## config.mk

```make
export PLATFORM = sky130hd
export DESIGN_NAME = drcm_div
export DESIGN_NICKNAME = d
export VERILOG_FILES = /design/src/design/drcm_pkg.sv /design/src/design/drcm_div.sv
export SDC_FILE = /design/constraint.sdc
export NUM_CORES = 1
export LEC_CHECK = 0
export BUFFER_PORTS_ARGS = -buffer_cell sky130_fd_sc_hd__buf_2
export CAP_MARGIN = 20
export CELL_PAD_IN_SITES_DETAIL_PLACEMENT = 1
export CELL_PAD_IN_SITES_GLOBAL_PLACEMENT = 2
export CORE_MARGIN = 5
export CORE_UTILIZATION = 36
export CTS_BUF_LIST = sky130_fd_sc_hd__clkbuf_8
export CTS_CLUSTER_DIAMETER = 150
export DETAILED_ROUTE_END_ITERATION = 10
export GPL_TIMING_DRIVEN = 0
export PLACE_DENSITY = 0.94
export SLEW_MARGIN = 10
export SYNTH_ARGS = -nofsm -noshare
export SYNTH_HDL_FRONTEND = slang
export SYNTH_SLANG_ARGS = --single-unit
```

## constraint.sdc

```tcl
create_clock -name clk -period 5.42 [get_ports clk]
set_clock_uncertainty 0.05 [all_clocks]
set_input_delay 0 -clock clk [delete_from_list [all_inputs] [get_ports clk]]
set_output_delay 0 -clock clk [all_outputs]
set_load 0.02 [all_outputs]
```

## src/design/drcm_pkg.sv

```systemverilog
// Shared types and constants of the design-region column mapper.
// Used by the divider, the layer cells, the top level and the checker.
package drcm_pkg;

  // Sizing of the layer table and the coordinates
  localparam int MAX_LAYERS   = 8;
  localparam int COORD_BITS   = 12;
  localparam int RESULT_LIMIT = 8;

  // Fixed field widths
  localparam int GRID_W     = 13;
  localparam int CELL_W     = 24;
  localparam int LSEL_W     = 3;
  localparam int XS_W       = 12;
  localparam int LCNT_W     = 4;
  localparam int COL_W      = 27;
  localparam int ML_W       = 3;
  localparam int ZIN_W      = 12;
  localparam int HIN_W      = 13;
  localparam int CFG_IDX_W  = 3;
  localparam int CFG_DATA_W = 13;

  // Derived widths
  localparam int ZS_W    = COORD_BITS;
  localparam int ZH_W    = COORD_BITS + 1;
  localparam int IZ_W    = GRID_W;
  localparam int PX_W    = GRID_W;
  localparam int ZE_W    = ((ZH_W > IZ_W) ? ZH_W : IZ_W) + 1;
  localparam int XE_W    = GRID_W + 1;
  localparam int LAYER_W = (MAX_LAYERS > 1) ? $clog2(MAX_LAYERS) : 1;
  localparam int ACT_W   = (LAYER_W > LCNT_W) ? LAYER_W : LCNT_W;
  localparam int CNT_W   = $clog2(RESULT_LIMIT + 1);

  // Divider: quotient bits retired per cycle and steps per division
  localparam int DIV_RADIX = 2;
  localparam int DIV_STEPS = CELL_W / DIV_RADIX;
  localparam int DIV_CNT_W = $clog2(DIV_STEPS);

  typedef enum logic {
    ACT_MAP  = 1'b0,
    ACT_LOAD = 1'b1
  } act_t;

  typedef enum logic [CFG_IDX_W-1:0] {
    CFG_GRID_X  = 3'd0,
    CFG_GRID_Z  = 3'd1,
    CFG_X_START = 3'd2,
    CFG_X_WIDTH = 3'd3,
    CFG_SLAB    = 3'd4,
    CFG_LAYERS  = 3'd5
  } cfg_idx_t;

  typedef enum logic [2:0] {
    ST_IDLE,
    ST_DIVX,
    ST_DIVZ,
    ST_WALK,
    ST_FIN
  } st_t;

  typedef struct packed {
    logic              action;
    logic [CELL_W-1:0] cell_index;
    logic [LSEL_W-1:0] layer_select;
    logic [ZIN_W-1:0]  layer_z_start_in;
    logic [HIN_W-1:0]  layer_z_height_in;
  } in_t;

  typedef struct packed {
    logic [CELL_W-1:0] row_index;
    logic              hit;
    logic [ML_W-1:0]   matched_layer;
    logic [COL_W-1:0]  column_index;
    logic              last;
  } out_t;

  // Token walking the cell chain
  typedef struct packed {
    logic             valid;
    logic             win;
    logic [IZ_W-1:0]  iz;
    logic [PX_W-1:0]  px;
    logic [COL_W-1:0] base;
  } tok_t;

  // Match report of one cell
  typedef struct packed {
    logic               match;
    logic [LAYER_W-1:0] layer;
    logic [COL_W-1:0]   col;
  } cell_hit_t;

  // Configuration seen by every cell
  typedef struct packed {
    logic              slab;
    logic [GRID_W-1:0] width;
    logic [LCNT_W-1:0] layer_count;
  } cell_cfg_t;

  // Table write into one cell
  typedef struct packed {
    logic            en;
    logic [ZS_W-1:0] zs;
    logic [ZH_W-1:0] zh;
  } cell_load_t;

endpackage

```

## src/design/drcm_div.sv

```systemverilog
// Iterative unsigned divider, DIV_RADIX quotient bits per cycle.
// Depends on drcm_pkg for widths; divisor must be nonzero.
module drcm_div (
  input  logic                          clk,
  input  logic                          rst_n,
  input  logic                          start,
  input  logic [drcm_pkg::CELL_W-1:0]   dividend,
  input  logic [drcm_pkg::GRID_W-1:0]   divisor,
  output logic                          done,
  output logic [drcm_pkg::CELL_W-1:0]   quot,
  output logic [drcm_pkg::GRID_W-1:0]   rem
);

  logic                             busy_r;
  logic                             done_r;
  logic [drcm_pkg::DIV_CNT_W-1:0]   cnt_r;
  logic [drcm_pkg::CELL_W-1:0]      rq_r;
  logic [drcm_pkg::CELL_W-1:0]      rq_nxt;
  logic [drcm_pkg::GRID_W-1:0]      rem_r;
  logic [drcm_pkg::GRID_W-1:0]      rem_nxt;
  logic [drcm_pkg::GRID_W-1:0]      dsr_r;
  logic [drcm_pkg::GRID_W:0]        trial;

  // Retire DIV_RADIX restoring steps: shift in the next dividend bit, subtract if it fits
  always_comb begin
    rem_nxt = rem_r;
    rq_nxt  = rq_r;
    trial   = '0;
    for (int k = 0; k < drcm_pkg::DIV_RADIX; k++) begin
      trial  = {rem_nxt, rq_nxt[drcm_pkg::CELL_W-1]};
      rq_nxt = {rq_nxt[drcm_pkg::CELL_W-2:0], 1'b0};
      if (trial >= {1'b0, dsr_r}) begin
        trial     = trial - {1'b0, dsr_r};
        rq_nxt[0] = 1'b1;
      end
      rem_nxt = trial[drcm_pkg::GRID_W-1:0];
    end
  end

  // Sequence the steps
  always_ff @(posedge clk) begin
    if (!rst_n) begin
      busy_r <= 1'b0;
      done_r <= 1'b0;
      cnt_r  <= '0;
    end else begin
      done_r <= 1'b0;
      if (start) begin
        busy_r <= 1'b1;
        cnt_r  <= '0;
      end else if (busy_r) begin
        cnt_r <= cnt_r + 1'b1;
        if (cnt_r == drcm_pkg::DIV_CNT_W'(drcm_pkg::DIV_STEPS - 1)) begin
          busy_r <= 1'b0;
          done_r <= 1'b1;
        end
      end
    end
  end

  // Hold operands and partial results
  always_ff @(posedge clk) begin
    if (start) begin
      rq_r  <= dividend;
      rem_r <= '0;
      dsr_r <= divisor;
    end else if (busy_r) begin
      rq_r  <= rq_nxt;
      rem_r <= rem_nxt;
    end
  end

  assign done = done_r;
  assign quot = rq_r;
  assign rem  = rem_r;

endmodule

```

; Yosys cells after proc, flatten, opt, wreduce, memory -nomap -nowiden
; Index checks and enable logic that the tools add are counted.
[classes]
add_sub_neg = 3
n_mul = 0
n_div = 0
magnitude_cmp = 2
n_eq_ne = 1
n_shift = 0
mux = 10
bitwise = 2
reduce_logical = 3
[op_table]
columns = op, count
row1 = 2-to-1 mux 24 bit, 2
row2 = >= comparator 14 x 13 -> 1 bit, 2
row3 = 2-to-1 mux 13 bit, 2
row4 = subtractor 13 bit, 2
row5 = 2-to-1 mux 1 bit, 6
row6 = adder 4 x 1 -> 4 bit (second input constant), 1
row7 = == test 4 bit (second input constant), 1
row8 = OR reduction 3 bit, 1
row9 = inverter 1 bit, 2
row10 = nonzero test 2 bit, 1
row11 = OR reduction 2 bit, 1
[totals]
regBits = 56
latch_bits = 0
ram_bits = 0
mem_bits_ro = 0
inputBits = 40
out_inout_bits = 38
word_cells = 27
n_memories = 0

; Logic depth before layout (Yosys ltp)
[logic_depth]
word_depth = 6
ltp_mapped = 21
ltp_nobuf = 20

; Worst setup path before layout
; OpenSTA, ideal clock, no wires.
[synth_timing]
path_kind = register to register
startpoint = register rq_r (netlist bit quot[23])
endpoint = register rq_r (netlist bit quot[0]), data pin
setup_ns = 0.260
arrival_ns = 4.375
t_required_ns = 5.110
setup_slack_ns = 0.735
path_stages_with_launch = 21
n_path_buf = 2
synth_period_minus_slack_ns = 4.685
cell_sequence = edfxtp_1 > inv_1 > ha_1 > inv_1 > fa_1 > nand3_1 > a21oi_1 > o311ai_2 > and3_1 > clkbuf_1 > nor2_1 > mux2_2 > ha_1 > nand2b_1 > a211oi_1 > o41ai_1 > a21oi_1 > o22ai_1 > o311ai_4 > buf_8 > mux2_2
[synth_via]
elab_chain_len = 6
elab_cells_between_ends = 7
cone_classes = 1 x add/sub / 2 x order compare / 4 x mux
[synth_rtl]
columns = element, line_no
row1 = from (decl), drcm_div.sv:17  ; logic [drcm_pkg::CELL_W-1:0] rq_r;
row2 = from (signal assigned), drcm_div.sv:64  ; rq_r <= dividend;
row3 = from (signal assigned), drcm_div.sv:68  ; rq_r <= rq_nxt;
row4 = subtractor 13 bit / >= comparator 14 x 13 -> 1 bit (equally long branches), "drcm_div.sv:33, drcm_div.sv:32"
row5 = 2-to-1 mux 13 bit *, drcm_div.sv:32  ; if (trial >= {1'b0, dsr_r}) begin
row6 = >= comparator 14 x 13 -> 1 bit *, drcm_div.sv:32
row7 = 2-to-1 mux 1 bit *, drcm_div.sv:32
row8 = 2-to-1 mux 24 bit *, drcm_div.sv:67  ; end else if (busy_r) begin
row9 = 2-to-1 mux 24 bit *, drcm_div.sv:63  ; if (start) begin
; Mark *: on every way between the ends. The rest lies on a longest branch, timed or not. The select of a mux whose other input is x is not followed.
; A chain may end at the register's enable or synchronous reset.

; Worst setup path in the final report
[layout_timing]
startpoint = register rq_r (netlist bit quot[23])
endpoint = register rem_r (netlist bit rem[10])
[layout_via]
elab_chain_len = 4
elab_cells_between_ends = 6
cone_classes = 2 x add/sub / 2 x order compare / 2 x mux
[layout_rtl]
columns = element, line_no
row1 = subtractor 13 bit / >= comparator 14 x 13 -> 1 bit (equally long branches), "drcm_div.sv:33, drcm_div.sv:32"
row2 = 2-to-1 mux 13 bit *, drcm_div.sv:32
row3 = subtractor 13 bit / >= comparator 14 x 13 -> 1 bit (equally long branches), "drcm_div.sv:33, drcm_div.sv:32"
row4 = 2-to-1 mux 13 bit *, drcm_div.sv:32
row5 = to (signal assigned), drcm_div.sv:69  ; rem_r <= rem_nxt;
row6 = to (decl), drcm_div.sv:19  ; logic [drcm_pkg::GRID_W-1:0] rem_r;
; Mark *: on every way between the ends. The rest lies on a longest branch, timed or not.

==> impl_metrics.yaml <==
run_status:
  status: "finished clean"
sta:
  fmax_mhz: 195
  min_period_over_period: 0.946
  finalSetupTns_ns: 0
  fin_ws_ns: 0.291
  slew_headroom: 0.608
  final_max_slew_viol_count: 0
  hold_violations: 0
  tightestPinTransition_ns: 0.588
  setup_violations: 0
  min_period_ns: 5.13
route:
  dr.first_iter.drc_count: 91
  drtPass1Iterations: 4
  drtAntennaViolNets: 0
  wl_per_cell_um: 18.1
  vias: 3043
  drc_errors: 0
  wl_mm: 10.6
  drt-vias-per-instance: 5.18
clock_tree:
  cts_tree: "done"
  cts_sinks: 56
  numCtsBuffers: 5
  clock_latency_ns: 0.32
  clock_path_buffers: 2
  clk_pin_slew_ns: 0.12
  root_buffer: "clkbuf_8"
  cts_setup_buffers: 0
  htree_levels: 2
power_and_ir_drop:
  power_frac_clock: 0.152
  sw_frac_of_total: 0.403
  p_per_area_nw_per_um2: 350
  comb_power_share: 0.509
  vdd_drop_max_v: 0.000183
  power_leakage_nw: 1.94
  intPower_w: 0.000958
  p_switching_w: 0.000646
  pwr-share-seq: 0.338
placed_design:
  dp_hpwl_mm: 7.99
  gp_congestion: 0.852
  dp_slack_ns: 0.00355
  port_buffers: 77
worst_setup_path:
  cpPeakStageDelay_ns: 0.46
  timing.rr.end: "rem[10]"
  r2r_setup_slack_ns: 0.29
  critPathBufInv: 4
  crit_slowest_cell: "edfxtp_1"
  reg2regPathDepth: 21
  required_ns: 5.59
  crit_path_start_kind: "flop"
  worst-setup-path-type: "flop to flop"
  crit_arrival_ns: 5.30
  crit_chain: "inv_1, ha_1, inv_1, fa_1, nand3_1, a21oi_1, o311ai_2, and3_4, or2_1, buf_6, o21ai_0, ha_1, a211oi_1, nor2_1, o41ai_2, a21oi_1, o22ai_1, o311ai_4, buf_8, mux2i_1, a211oi_1"
  crit_family: "compound AO/OA/AOI/OAI gates"
  endpoint_kind: "flop"
  r2r-start: "quot[23]"
  critPathMaxFanout: 11
grt:
  grt_overflow: 0
  grt_use_total: 0.188
  grt_first_pass_wirelength_mm: 17.5
  antenna_found_initial: 0
  grt_max_degree: 25
  grt_pass1_vias: 3335
synthesis:
  synth_ff_type: "edfxtp_1"
  synth_edf_count: 37
  synth_async_sr_flop_share: 0
  synth-seq-area-share: 0.421
  netlist_area_um2: 3540
  synth-seq-cells: 56
  synthesis.nets: 402
  yosys.cell_types.count: 46
  syn_inst: 333
  avgSynthCellArea_um2: 10.6
  yosys_warnings: 0
floorplanning:
  die_x_um: 109
  start_util: 0.366
  core_area_um2: 9680
  die_h_um: 109
  ios: 78
  placement_rows: 36
  dieArea_um2: 11900
final_layout:
  postLayoutCoreUtil: 0.473
  multi_input_area_um2: 1940
  area_delta_synth_final_pct: 29.5
  nNetsFinal: 523
  fillers: 1107
  drive_gt1_frac: 0.275
  diodes: 0
  seqCellArea_um2: 1490
run:
  maxCapViolations: 0
worst_hold_path:
  hold-path-endpoint: "dsr_r[5]"
  worstHoldPathCells: 1
  hold_path.startpoint: "start"
  min_path_type: "input port to flop"
logic make-up (layout without fill, tap and decap cells):
kind of cell               Yosys count  after routing  synth area share
AOI/OAI and AO/OA                   81             81             0.155
and+or+nand+nor                     79             79             0.110
DFF                                 56             56             0.421
muxes                               39             39             0.120
adders and majority gates           29             29             0.107
buffers and inverters               28            150            0.0350
xor gates and xnor gates            21             21            0.0520
state kept, by name, indices dropped and copies added (netlist names):
signal  cells
rem        13
done        1
busy_r      1
dsr_r      13
cnt_r       4
quot       24
power by group through the flow:
stage / Combinational (W) / Clock [W] / Sequential (W)
after floorplan: 0.000537 / 0 / 0.000589
after global placement: 0.000748 / 0 / 0.000550
after detailed placement: 0.000780 / 0 / 0.000552
after CTS: 0.000805 / 0.000253 / 0.000543
after global routing: 0.000895 / 0.000275 / 0.000549
final: 0.000817 / 0.000244 / 0.000543
cell type report:
class / instances / area share
buffer: 10 / 0.0123
clock inverter: 3 / 0.00573
timing repair buffer: 115 / 0.167
clock buffer: 5 / 0.0150
multi-input combinational: 249 / 0.424
sequential: 56 / 0.325
inverter: 17 / 0.0139
tap: 133 / 0.0363
cell usage after synthesis (2+ instances only):
library cell | instances | area (um^2)
o311a_1 | 2 | 20.0
xnor2_1 | 9 | 78.8
a211oi_1 | 16 | 120
nor3_1 | 8 | 40.0
a21o_1 | 2 | 15.0
buf_1 | 3 | 11.3
nor2_1 | 30 | 113
xor2_1 | 12 | 105
ha_1 | 27 | 338
or4_1 | 2 | 15.0
or3_1 | 2 | 12.5
mux2_2 | 28 | 315
inv_1 | 17 | 63.8
nor2b_1 | 5 | 31.3
clkbuf_1 | 6 | 22.5
o21a_1 | 3 | 22.5
a21oi_1 | 21 | 105
o21ai_0 | 19 | 95.1
o31ai_1 | 5 | 37.5
edfxtp_1 | 37 | 1110
a21boi_0 | 2 | 15.0
mux2i_1 | 11 | 110
or2_2 | 4 | 25.0
dfxtp_1 | 19 | 380
nand2_1 | 9 | 33.8
fa_1 | 2 | 40.0
nand4_1 | 6 | 37.5
nand3_1 | 3 | 15.0
nand2b_1 | 5 | 31.3
and3_1 | 2 | 12.5
what timing repair did:
| item | CTS | global route |
|---|---|---|
| hold buffers | 38 | 0 |
| endpoints found under the hold margin | 43 | 0 |
| resized for setup | 0 | 5 |
| endpoints found under the setup margin | 5 | 14 |
cells in the final DEF, fill, tap and decap left out, types with 3 or more instances in the layout:
cell            n
a211oi_1       15
a21oi_1        21
buf_1           3
buf_2          77
clkbuf_1        5
clkbuf_8        5
dfxtp_1        19
dlygate4sd3_1  38
edfxtp_1       37
ha_1           27
inv_1          17
mux2_2         28
mux2i_1        11
nand2_1         9
nand2b_1        5
nand3_1         3
nand4_1         6
nor2_1         29
nor2b_1         5
nor3_1          8
o21a_1          3
o21ai_0        19
o31ai_1         5
or2_2           4
xnor2_1         9
xor2_1         12
per-layer routing:
layer / wire length (um) / track usage / vias up
li1: - / - / 1494
met5: 0 / 0 / -
met3: 620 / 0.0444 / 11
met1: 4550 / 0.227 / 1462
met4: 128 / 0.0541 / 0
met2: 5340 / 0.332 / 76
through the flow:
step           instance area [um^2]  cells  hold WS (ns)  total power [W]
2_1_floorplan                  3540    333        0.0489          0.00113
3_3_place_gp                   4090    543         0.126          0.00130
3_5_place_dp                   4090    543         0.129          0.00133
4_1_cts                        4560    588        0.0978          0.00160
5_1_grt                        4580    588        0.0852          0.00172
6_report                       4580    588        0.0836          0.00160
worst max-delay path by stage:
stage,from,end,slack (ns),cells past startpoint
after floorplan,quot[23],quot[0],0.73,20
after global placement,quot[23],quot[0],0.07,20
after detailed placement,quot[23],quot[0],0.004,20
after CTS,quot[23],rem[10],0.08,20
after global routing,quot[23],rem[5],-0.05,21
final,quot[23],rem[10],0.29,21
No activity file was read; power rests on OpenSTA's default activity.
