$ cat src/design/drcm_pkg.sv
// Shared types and constants of the design-region column mapper.
// Used by the divider, the layer cells, the top level and the checker.
package drcm_pkg;

  // Sizing of the layer table and the coordinates
  localparam int MAX_LAYERS   = 8;
  localparam int COORD_BITS   = 12;
  localparam int RESULT_LIMIT = 8;

  // Fixed field widths
  localparam int GRID_W     = 13;
  localparam int CELL_W     = 24;
  localparam int LSEL_W     = 3;
  localparam int XS_W       = 12;
  localparam int LCNT_W     = 4;
  localparam int COL_W      = 27;
  localparam int ML_W       = 3;
  localparam int ZIN_W      = 12;
  localparam int HIN_W      = 13;
  localparam int CFG_IDX_W  = 3;
  localparam int CFG_DATA_W = 13;

  // Derived widths
  localparam int ZS_W    = COORD_BITS;
  localparam int ZH_W    = COORD_BITS + 1;
  localparam int IZ_W    = GRID_W;
  localparam int PX_W    = GRID_W;
  localparam int ZE_W    = ((ZH_W > IZ_W) ? ZH_W : IZ_W) + 1;
  localparam int XE_W    = GRID_W + 1;
  localparam int LAYER_W = (MAX_LAYERS > 1) ? $clog2(MAX_LAYERS) : 1;
  localparam int ACT_W   = (LAYER_W > LCNT_W) ? LAYER_W : LCNT_W;
  localparam int CNT_W   = $clog2(RESULT_LIMIT + 1);

  // Divider: quotient bits retired per cycle and steps per division
  localparam int DIV_RADIX = 2;
  localparam int DIV_STEPS = CELL_W / DIV_RADIX;
  localparam int DIV_CNT_W = $clog2(DIV_STEPS);

  typedef enum logic {
    ACT_MAP  = 1'b0,
    ACT_LOAD = 1'b1
  } act_t;

  typedef enum logic [CFG_IDX_W-1:0] {
    CFG_GRID_X  = 3'd0,
    CFG_GRID_Z  = 3'd1,
    CFG_X_START = 3'd2,
    CFG_X_WIDTH = 3'd3,
    CFG_SLAB    = 3'd4,
    CFG_LAYERS  = 3'd5
  } cfg_idx_t;

  typedef enum logic [2:0] {
    ST_IDLE,
    ST_DIVX,
    ST_DIVZ,
    ST_WALK,
    ST_FIN
  } st_t;

  typedef struct packed {
    logic              action;
    logic [CELL_W-1:0] cell_index;
    logic [LSEL_W-1:0] layer_select;
    logic [ZIN_W-1:0]  layer_z_start_in;
    logic [HIN_W-1:0]  layer_z_height_in;
  } in_t;

  typedef struct packed {
    logic [CELL_W-1:0] row_index;
    logic              hit;
    logic [ML_W-1:0]   matched_layer;
    logic [COL_W-1:0]  column_index;
    logic              last;
  } out_t;

  // Token walking the cell chain
  typedef struct packed {
    logic             valid;
    logic             win;
    logic [IZ_W-1:0]  iz;
    logic [PX_W-1:0]  px;
    logic [COL_W-1:0] base;
  } tok_t;

  // Match report of one cell
  typedef struct packed {
    logic               match;
    logic [LAYER_W-1:0] layer;
    logic [COL_W-1:0]   col;
  } cell_hit_t;

  // Configuration seen by every cell
  typedef struct packed {
    logic              slab;
    logic [GRID_W-1:0] width;
    logic [LCNT_W-1:0] layer_count;
  } cell_cfg_t;

  // Table write into one cell
  typedef struct packed {
    logic            en;
    logic [ZS_W-1:0] zs;
    logic [ZH_W-1:0] zh;
  } cell_load_t;

endpackage

$ cat src/design/drcm_cell.sv
// One layer cell: holds one layer's z range and one stage of the walking token.
// Depends on drcm_pkg for the token, match, load and configuration structs.
module drcm_cell (
  input  logic                           clk,
  input  logic                           rst_n,
  input  logic [drcm_pkg::LAYER_W-1:0]   layer_id,
  input  drcm_pkg::cell_cfg_t            cfg,
  input  drcm_pkg::cell_load_t           load,
  input  logic                           advance,
  input  drcm_pkg::tok_t                 tok_in,
  output drcm_pkg::tok_t                 tok_out,
  output drcm_pkg::cell_hit_t            hit
);

  logic [drcm_pkg::ZS_W-1:0]  zs_r;
  logic [drcm_pkg::ZH_W-1:0]  zh_r;
  drcm_pkg::tok_t             tok_r;
  logic                       active;
  logic                       in_range;
  logic [drcm_pkg::ZE_W-1:0]  z_end;
  logic [drcm_pkg::IZ_W-1:0]  dz;
  logic [drcm_pkg::IZ_W-1:0]  mul_a;
  logic [drcm_pkg::COL_W-1:0] prod_a;
  logic [drcm_pkg::COL_W-1:0] prod_b;
  logic [drcm_pkg::COL_W-1:0] col;
  logic [drcm_pkg::COL_W-1:0] base_nxt;

  // Write the table entry
  always_ff @(posedge clk) begin
    if (!rst_n) begin
      zs_r <= '0;
      zh_r <= '0;
    end else if (load.en) begin
      zs_r <= load.zs;
      zh_r <= load.zh;
    end
  end

  // Advance the token one cell
  always_ff @(posedge clk) begin
    if (!rst_n) begin
      tok_r <= '0;
    end else if (advance) begin
      tok_r <= tok_in;
    end
  end

  // Test the z range of this layer
  always_comb begin
    active   = drcm_pkg::ACT_W'(layer_id) < drcm_pkg::ACT_W'(cfg.layer_count);
    z_end    = drcm_pkg::ZE_W'(zs_r) + drcm_pkg::ZE_W'(zh_r);
    in_range = (drcm_pkg::ZE_W'(tok_r.iz) >= drcm_pkg::ZE_W'(zs_r)) &&
               (drcm_pkg::ZE_W'(tok_r.iz) < z_end);
  end

  // Form the column index and the running base
  always_comb begin
    dz       = drcm_pkg::IZ_W'(tok_r.iz - drcm_pkg::IZ_W'(zs_r));
    mul_a    = cfg.slab ? drcm_pkg::IZ_W'(layer_id) : dz;
    prod_a   = drcm_pkg::COL_W'(cfg.width) * drcm_pkg::COL_W'(mul_a);
    prod_b   = drcm_pkg::COL_W'(cfg.width) * drcm_pkg::COL_W'(zh_r);
    col      = drcm_pkg::COL_W'(tok_r.px) + prod_a + (cfg.slab ? '0 : tok_r.base);
    base_nxt = tok_r.base + (cfg.slab ? drcm_pkg::COL_W'(cfg.width) : prod_b);
  end

  always_comb begin
    tok_out       = tok_r;
    tok_out.base  = base_nxt;
    hit.match     = tok_r.valid && tok_r.win && active && in_range;
    hit.layer     = layer_id;
    hit.col       = col;
  end

endmodule

$ cat config.mk
export PLATFORM = sky130hd
export DESIGN_NAME = drcm_cell
export DESIGN_NICKNAME = d
export VERILOG_FILES = /design/src/design/drcm_pkg.sv /design/src/design/drcm_cell.sv
export SDC_FILE = /design/constraint.sdc
export NUM_CORES = 1
export LEC_CHECK = 0
export BUFFER_PORTS_ARGS = -buffer_cell sky130_fd_sc_hd__buf_4
export CORE_MARGIN = 5
export CORE_UTILIZATION = 47
export DETAILED_ROUTE_END_ITERATION = 16
export PLACE_DENSITY = 0.66
export RECOVER_POWER = 25
export SYNTH_ARGS = -nofsm -noshare
export SYNTH_HDL_FRONTEND = slang
export SYNTH_SLANG_ARGS = --single-unit
export TNS_END_PERCENT = 1
$ cat constraint.sdc
create_clock -name clk -period 11.2 [get_ports clk]
set_input_delay 1.12 -clock clk [delete_from_list [all_inputs] [get_ports clk]]
set_output_delay 1.12 -clock clk [all_outputs]
set_load 0.005 [all_outputs]
== Yosys cells after proc, flatten, opt, wreduce, memory -nomap -nowiden ==
Cells that the tools add are included.
Word-level totals
  register bits after elaboration: 80
  input port bits: 105
  output and inout bits: 86
  logic and storage cells: 24
Cells by class
  add/sub/neg operators: 5
  multiply operators: 2
  $lt $le $gt $ge: 3
  mux-type cells: 3
  reductions and logical operators: 4
Operator list (number)
  $mul A13 B13 Y26: 2
  $add A13 B26 Y27: 1
  $add A27 B26 Y27: 1
  $add A27 B27 Y27: 1
  $mux W27: 1
  $mux W26: 1
  $add A12 B13 Y14: 1
  $lt A13 B14 Y1: 1
  $ge A13 B12 Y1: 1
  $mux W13: 1
  $sub A13 B12 Y13: 1
  $logic_and A1 B1 Y1: 4
  $lt A3 B4 Y1: 1

== Longest topological paths before layout ==
Gate-level depths: netlist of the first run.
  depth after elaboration: 5
  mapped depth: 32
  depth with buffers taken out: 31

== Worst setup path before layout of the first run ==
No wires, ideal clock.
  path kind: input to output
  start point: in cfg[17] in the netlist's numbering
  end point: out hit[25] in the netlist's numbering
  data arrival time: 7.208 ns
  required time: 10.080 ns
  path slack: 2.872 ns
  cell stages on the path: 24
  path buffers: 4
  cell sequence: clkbuf_1 -> clkbuf_1 -> clkbuf_1 -> nand2_1 -> o21ai_0 -> clkbuf_1 -> nand2_1 -> fa_1 -> inv_1 -> fa_1 -> fa_1 -> fa_1 -> fa_1 -> inv_1 -> fa_1 -> inv_1 -> ha_1 -> and3_4 -> and3_2 -> and3_4 -> a211oi_2 -> o21bai_2 -> a311o_1 -> xor2_1
RTL lines
  start: declaration: RTL line drcm_cell.sv:7  | input drcm_pkg::cell_cfg_t cfg,
  end: declaration: RTL line drcm_cell.sv:12  | output drcm_pkg::cell_hit_t hit

==> results of run 1 <==
## how the worst max path moves through the flow
stage,from,to,cells past startpoint
final,zs_r[1],hit[23],28
after floorplan,cfg[17],hit[25],24
after global routing,zs_r[1],hit[24],28
after global placement,cfg[17],hit[25],24
after detailed placement,cfg[17],hit[25],24
after CTS,zs_r[1],hit[25],28
## cells in the mapped netlist, types with 5 or more instances
cell | instances | area (µm²)
nor3_1 | 44 | 220.2
nand3_1 | 30 | 150.1
nor4_1 | 6 | 37.54
xnor2_1 | 44 | 385.4
buf_1 | 5 | 18.77
nand4_1 | 11 | 68.82
inv_1 | 363 | 1363
fa_1 | 281 | 5625
mux2i_1 | 82 | 820.8
mux2_2 | 7 | 78.83
or3_1 | 11 | 68.82
o21a_1 | 8 | 60.06
xor2_1 | 25 | 219.0
nor2_1 | 92 | 345.3
nand2b_1 | 36 | 225.2
dfxtp_1 | 80 | 1602
a21oi_1 | 73 | 365.4
a21o_1 | 31 | 232.7
o311ai_0 | 6 | 52.55
o211ai_1 | 10 | 75.07
o21bai_1 | 14 | 105.1
o21ai_1 | 10 | 50.05
or2_2 | 6 | 37.54
buf_4 | 32 | 240.2
nand2_1 | 263 | 987.2
and3_1 | 6 | 37.54
clkbuf_1 | 87 | 326.6
a221oi_1 | 12 | 105.1
o21ai_0 | 41 | 205.2
nor2b_1 | 119 | 744.5
and2_1 | 98 | 613.1
or4_1 | 13 | 97.59
a31oi_1 | 10 | 62.56
a211oi_1 | 14 | 105.1
ha_1 | 218 | 2728
## flip-flops by register name, summed over array words and instances, names as in the netlist
name     cells
tok_r       27
zs_r        12
zh_r        13
tok_out     28
## where the power goes
part / switching [W] / internal, W / leakage (nW)
Sequential: 0.0000378 / 0.000302 / 0.661
Combinational: 0.00225 / 0.00196 / 9.68
Clock: 0.000147 / 0.000183 / 0.156
Total: 0.00244 / 0.00244 / 10.5
## kinds of logic after synthesis
family / Yosys count
AOI/OAI and AO/OA: 270
xor gates and xnor gates: 69
adders and majority gates: 499
buffers and inverters: 494
DFF: 80
muxes: 89
and+or+nand+nor: 751
## metal layers
metal / up-vias / wire [µm]
li1: 7340 / -
met1: 7702 / 23150
met2: 419 / 25570
met3: 67 / 2762
met4: 0 / 1181
met5: - / 0
## stage by stage
stage / worst slack, ns / total power, W / utilization, %
after floorplan: 2.872 / 0.003104 / -
after global placement: 1.961 / 0.004532 / 51.51
after detailed placement: 1.843 / 0.004579 / 51.51
after CTS: 1.474 / 0.004953 / 52.29
after global routing: 1.016 / 0.005421 / 52.27
final: 1.504 / 0.004881 / 52.27
## worst max-delay path: cells and delay by family (launching register included)
kind            cells  cell delay (ns)
flops               1             0.45
simple gates        7             1.48
buf+inv             5             0.33
fa+ha+maj           8             3.57
compound gates      8             2.36
## area by class of cell
type | instances | area [µm²]
Fill cell | 3744 | 19050
Multi-Input combinational cell | 1678 | 15450
Sequential cell | 80 | 1602
Timing Repair Buffer | 198 | 1479
Inverter | 363 | 1363
Tap cell | 525 | 656.9
Clock buffer | 10 | 239.0
Clock inverter | 6 | 72.57
==> summary.txt, run 1 <==
Place
  – Placed cells: about 2800
  – DP HPWL: 43.84 mm
  – PortBufs: 190
  – Final RePlAce weighted congestion: 0.9148
  – Post-DP Area: between 20000 and 25000 µm²

Synthesis
  – Ys flop type: dfxtp_1
  – Synth Area in Simple Gates: roughly a fifth
  – Post-synthesis async set-or-reset flop share: 0%
  – Adder-Cell Fraction of Synth Area: 43.83%
  – Mapped Nets: around 2900
  – Largest family of logic cells by synthesized area: adder cells
  – Avg Inst Size Synth: 8.462 µm²
  – Mux cell area share after synthesis: 4.721%
  – Post-Syn Area: 19060 µm²
  – Sequential element share of the synthesized area: 8.404%
  – Number of enable flip-flop cells after synthesis: 0
  – Synth Area in Compound Gates: 9.579%
  – Post-Synth XOR/XNOR Area: 3.171%
  – Synth Register Bits: 80
  – Synth Instances: 2252
  – Synthesis warning total: 0
  – Distinct cells, synth: 70

STA
  – Number of max-slew violations in the final report: 81
  – Setup_tns: 0 ns
  – Slew Limit Headroom: -96.59%
  – Final Hold Viols: 0
  – Hold WS: 0.5530 ns
  – Clock Skew: 0 ns
  – RSZ-0062 raised after global routing: no
  – Worst slew pin tran: 2.949 ns
  – Setup violators final: 0
  – Fin crit period: 9.696 ns
  – Final Cycle Share: between 80% and 90%
  – Fmax: 103.1 MHz

Cells and area
  – Share of layout cells above drive strength 1: a little over a tenth
  – Commonest non-fill, non-tap cell in the layout: inv_1
  – Area grow syn2layout: 9.487%
  – N_diodes: 0
  – Fin nets: 2934
  – Final instance area: 20870 µm²
  – Most frequent cells in the layout: inv_1, fa_1, nand2_1
  – Layout Cells excl Fill: between 2000 and 3000

Floorplanning
  – Core area: 39910 µm²
  – Die W: 211.4 µm
  – Height of the chip: 211.4 µm
  – Starting Density: 47.74%
  – I/O Pins: between 150 and 200
  – Die area: between 40000 and 50000 µm²
  – Row count: 73

Setup path
  – Worst reg2reg path endpoint: zh_r[1]
  – Most used cell, CP: fa_1
  – Crit path max fanout: 13
  – Max incr delay on CP: 0.80 ns
  – Reg2Reg Depth: 2
  – Crit end category: output port
  – CP max stage cell: o311ai_2
  – CP Launch Type: flop
  – FF-to-FF setup slack: ~10 ns
  – Crit Reg-Reg Startpoint: zh_r[1]
  – Critical path class: reg -> out
  – Data arrival, critical path: 8.58 ns
  – Worst EP required: 10.08 ns

Global route
  – Remaining Overflow, GRT: 0
  – Met2 GRT Util: between 40% and 50%
  – Initial antenna violation count: 1
  – GR peak layer: met2
  – Tot GR Track Use: 23.98%
  – Met3 usage: under 10%
  – Number of global-route vias before repair: between 15000 and 20000
  – Largest net degree at the start of global routing: approximately 100
  – First-pass GRT wire length: 85.94 mm
  – Grt met1 use: 32.43%

Clock network
  – CTS tree: done
  – Clock Tree Buf Depth: 2
  – # H-tree levels: 3
  – Post-CTS Hold Buffers: 0
  – Worst skew pair latency: 0.38 ns
  – CTS Buf Count: 9
  – Root Driver: clkbuf_16
  – Post-CTS setup buffers: 0
  – Clk slew on worst S/H paths: 0.07 ns
  – Clock Sinks: 80
  – CTS resizes: 0

Outcome
  – Status: complete, but fails checks
  – Failing checks: capacitance limit, slew limit

Drt
  – Vias: 15530
  – Post-route ant nets: 0
  – Routed WL: 52.67 mm
  – Router iterations before antenna repair: 5
  – Iter 0 DRT Violations: 936
  – Via-to-Cell Ratio: between 5 and 6
  – Avg WL per Cell: roughly 18 µm
  – Residual DRC: 0

Worst hold path
  – Min-delay src: tok_r[25]
  – Hold endpoint: tok_r[25]
  – Hold Path Class: reg -> reg
  – Min-Delay Path Depth: 2

Power and ir drop
  – Peak supply drop: 0.0006800 V
  – Leakage power total: 10.50 nW
  – Power Density: between 200 and 250 nW/µm²

Run
  – Max-cap violations: 1
(Power assumes the default switching activity.)
==> run 2: changes to the inputs <==
--- a/config.mk
+++ b/config.mk
@@ -5,11 +5,10 @@
 export SDC_FILE = /design/constraint.sdc
 export NUM_CORES = 1
 export LEC_CHECK = 0
-export BUFFER_PORTS_ARGS = -buffer_cell sky130_fd_sc_hd__buf_4
 export CORE_MARGIN = 5
 export CORE_UTILIZATION = 47
 export DETAILED_ROUTE_END_ITERATION = 16
-export PLACE_DENSITY = 0.66
+export DONT_BUFFER_PORTS = 1
 export RECOVER_POWER = 25
 export SYNTH_ARGS = -nofsm -noshare
 export SYNTH_HDL_FRONTEND = slang
==> run 2 against run 1 <==
Net effect:
- the flow now finishes without violations
- first-iteration DRC count up 2.2%
- sequential share of layout area grew 0.57 points
- worst setup slack got worse by 0.26 ns
- worst hold slack got worse by 0.0036 ns
- maximum frequency decreased by 2.6%
- non-clock buffer count decreased by 191
- clock skew is the same
- largest power group unchanged
- highest routed layer unchanged
==> summary.txt, run 2 (synthesis results as in run 1) <==
Outcome
  – Status: completed

Drt
  – Avg WL per Cell: approximately 20 µm
  – Vias: 14810
  – Routed WL: between 50 and 60 mm
  – Post-route ant nets: 0
  – Iter 0 DRT Violations: between 900 and 1000
  – Router iterations before antenna repair: 5
  – Via-to-Cell Ratio: 5.543
  – Residual DRC: 0

Worst hold path
  – Min-Delay Path Depth: 2
  – Min-delay src: zs_r[2]
  – Hold Path Class: reg -> reg
  – Hold endpoint: zs_r[2]

STA
  – Final Hold Viols: 0
  – Final Cycle Share: between 80 and 90%
  – Worst slew pin tran: between 1 and 1.5 ns
  – Number of max-slew violations in the final report: 0
  – Fmax: 100.5 MHz
  – Worst Setup Slack, final: 1.247 ns
  – Fin crit period: 9.953 ns
  – Clock Skew: 0 ns
  – Setup violators final: 0
  – RSZ-0062 raised after global routing: no
  – Setup_tns: 0 ns
  – Slew Limit Headroom: around 29%

Setup path
  – Reg2Reg Depth: 2
  – Data arrival, critical path: approximately 8.8 ns
  – Buf+Inv Stages, Crit Path: 4
  – CP Launch Type: flop
  – Family with the most delay on the worst path: adder cells
  – CP max stage cell: o21a_1
  – Worst reg2reg path endpoint: zh_r[12]
  – FF-to-FF setup slack: roughly 10 ns
  – Crit end category: output port
  – Critical path class: reg -> out
  – Worst EP required: 10.08 ns
  – Crit path max fanout: 30
  – Most used cell, CP: fa_1
  – Max incr delay on CP: 0.77 ns
  – Crit Reg-Reg Startpoint: zh_r[12]

Cells and area
  – Fin nets: 2743
  – Area grow syn2layout: 1.910%
  – Commonest non-fill, non-tap cell in the layout: inv_1
  – # fillers: 3936
  – Share of layout cells above drive strength 1: 2.659%
  – Most frequent cells in the layout: inv_1, fa_1, nand2_1
  – Max reg flops: 28

Global route
  – Initial antenna violation count: 1
  – Number of global-route vias before repair: 15590
  – Remaining Overflow, GRT: 0
  – First-pass GRT wire length: 85.68 mm
  – Largest net degree at the start of global routing: 101
  – Tot GR Track Use: 24.35%

Clock network
  – Clk slew on worst S/H paths: 0.07 ns
  – Root Driver: clkbuf_16
  – CTS tree: done
  – Post-CTS Hold Buffers: 0
  – Clock Tree Buf Depth: 2
  – Clock Sinks: 80
  – CTS Buf Count: 9
  – # H-tree levels: 3
  – CTS resizes: 0
  – Post-CTS setup buffers: 0
  – Worst skew pair latency: 0.38 ns

Power and ir drop
  – Leakage power total: 9.552 nW
  – Power Density: 216.1 nW/µm²
  – Peak supply drop: between 0.0003 and 0.0004 V

Floorplanning
  – Die area: ~45000 µm²
  – Height of the chip: 211.4 µm
  – Die W: 211.4 µm
  – I/O Pins: 191
  – Row count: 73
  – Core area: 39910 µm²
  – Starting Density: 47.74%

Place
  – DP HPWL: approximately 43 mm
  – Final RePlAce weighted congestion: 0.9035
  – Pre-CTS WS: between 1.5 and 2 ns
  – PortBufs: 0

Run
  – Max-cap violations: 0
-- run 2: worst register-to-register path, delay by kind of cell (launching register included) --
family	cells	cell delay, ns
flip-flops	1	0.83
multiplexers	1	0.17
AND/OR/NAND/NOR	1	0.13
-- run 2: area by class of cell --
type                    instances  area, µm²  share of cell area (%)
clock inverters                 7      63.81                  0.3286
clock buffers                   9      225.2                   1.160
diodes                          2      5.005                 0.02577
well taps                     525      656.9                   3.382
inverters                     363       1363                   7.016
multi-input cells            1678      15450                   79.57
flip-flops and latches         80       1602                   8.246
repair buffers                  7      52.55                  0.2706
-- run 2: through the flow --
stage | std cells | utilization [%] | area, µm² | total power [W] | hold slack (ns)
floorplan | 2252 | - | 19060 | 0.003104 | 0.5045
global placement | 2653 | 47.92 | 19130 | 0.003888 | 0.5333
detailed placement | 2653 | 47.92 | 19130 | 0.003954 | 0.5423
CTS | 2669 | 48.64 | 19420 | 0.004293 | 0.5569
global route | 2670 | 48.65 | 19420 | 0.004691 | 0.5770
finish | 2671 | 48.66 | 19420 | 0.004197 | 0.5494
-- run 2: layer usage --
| layer | routed length, µm | global-route usage [%] | part of all wire [%] |
|---|---|---|---|
| met1 | 22820 | 32.48 | 44 |
| met2 | 24700 | 40.84 | 47 |
| met3 | 3132 | 3.986 | 6.0 |
| met4 | 1741 | 7.574 | 3.3 |
| met5 | 0 | 0 | 0 |
-- run 2: worst max path at each step --
stage | startpoint | to | slack [ns] | depth (start not counted)
floorplan | cfg[17] | hit[25] | 2.87 | 24
global placement | tok_out[40] | hit[24] | 1.71 | 26
detailed placement | tok_out[40] | hit[24] | 1.62 | 26
CTS | tok_out[40] | hit[24] | 1.14 | 26
global route | tok_out[40] | hit[24] | 0.79 | 26
finish | tok_out[40] | hit[25] | 1.25 | 28
-- run 2: power breakdown --
part,internal [W],switching [W],leakage [nW],total [W]
clock network,0.000154,0.000146,0.136,0.000301
logic,0.00144,0.00212,8.76,0.00355
registers,0.000302,0.0000397,0.661,0.000341
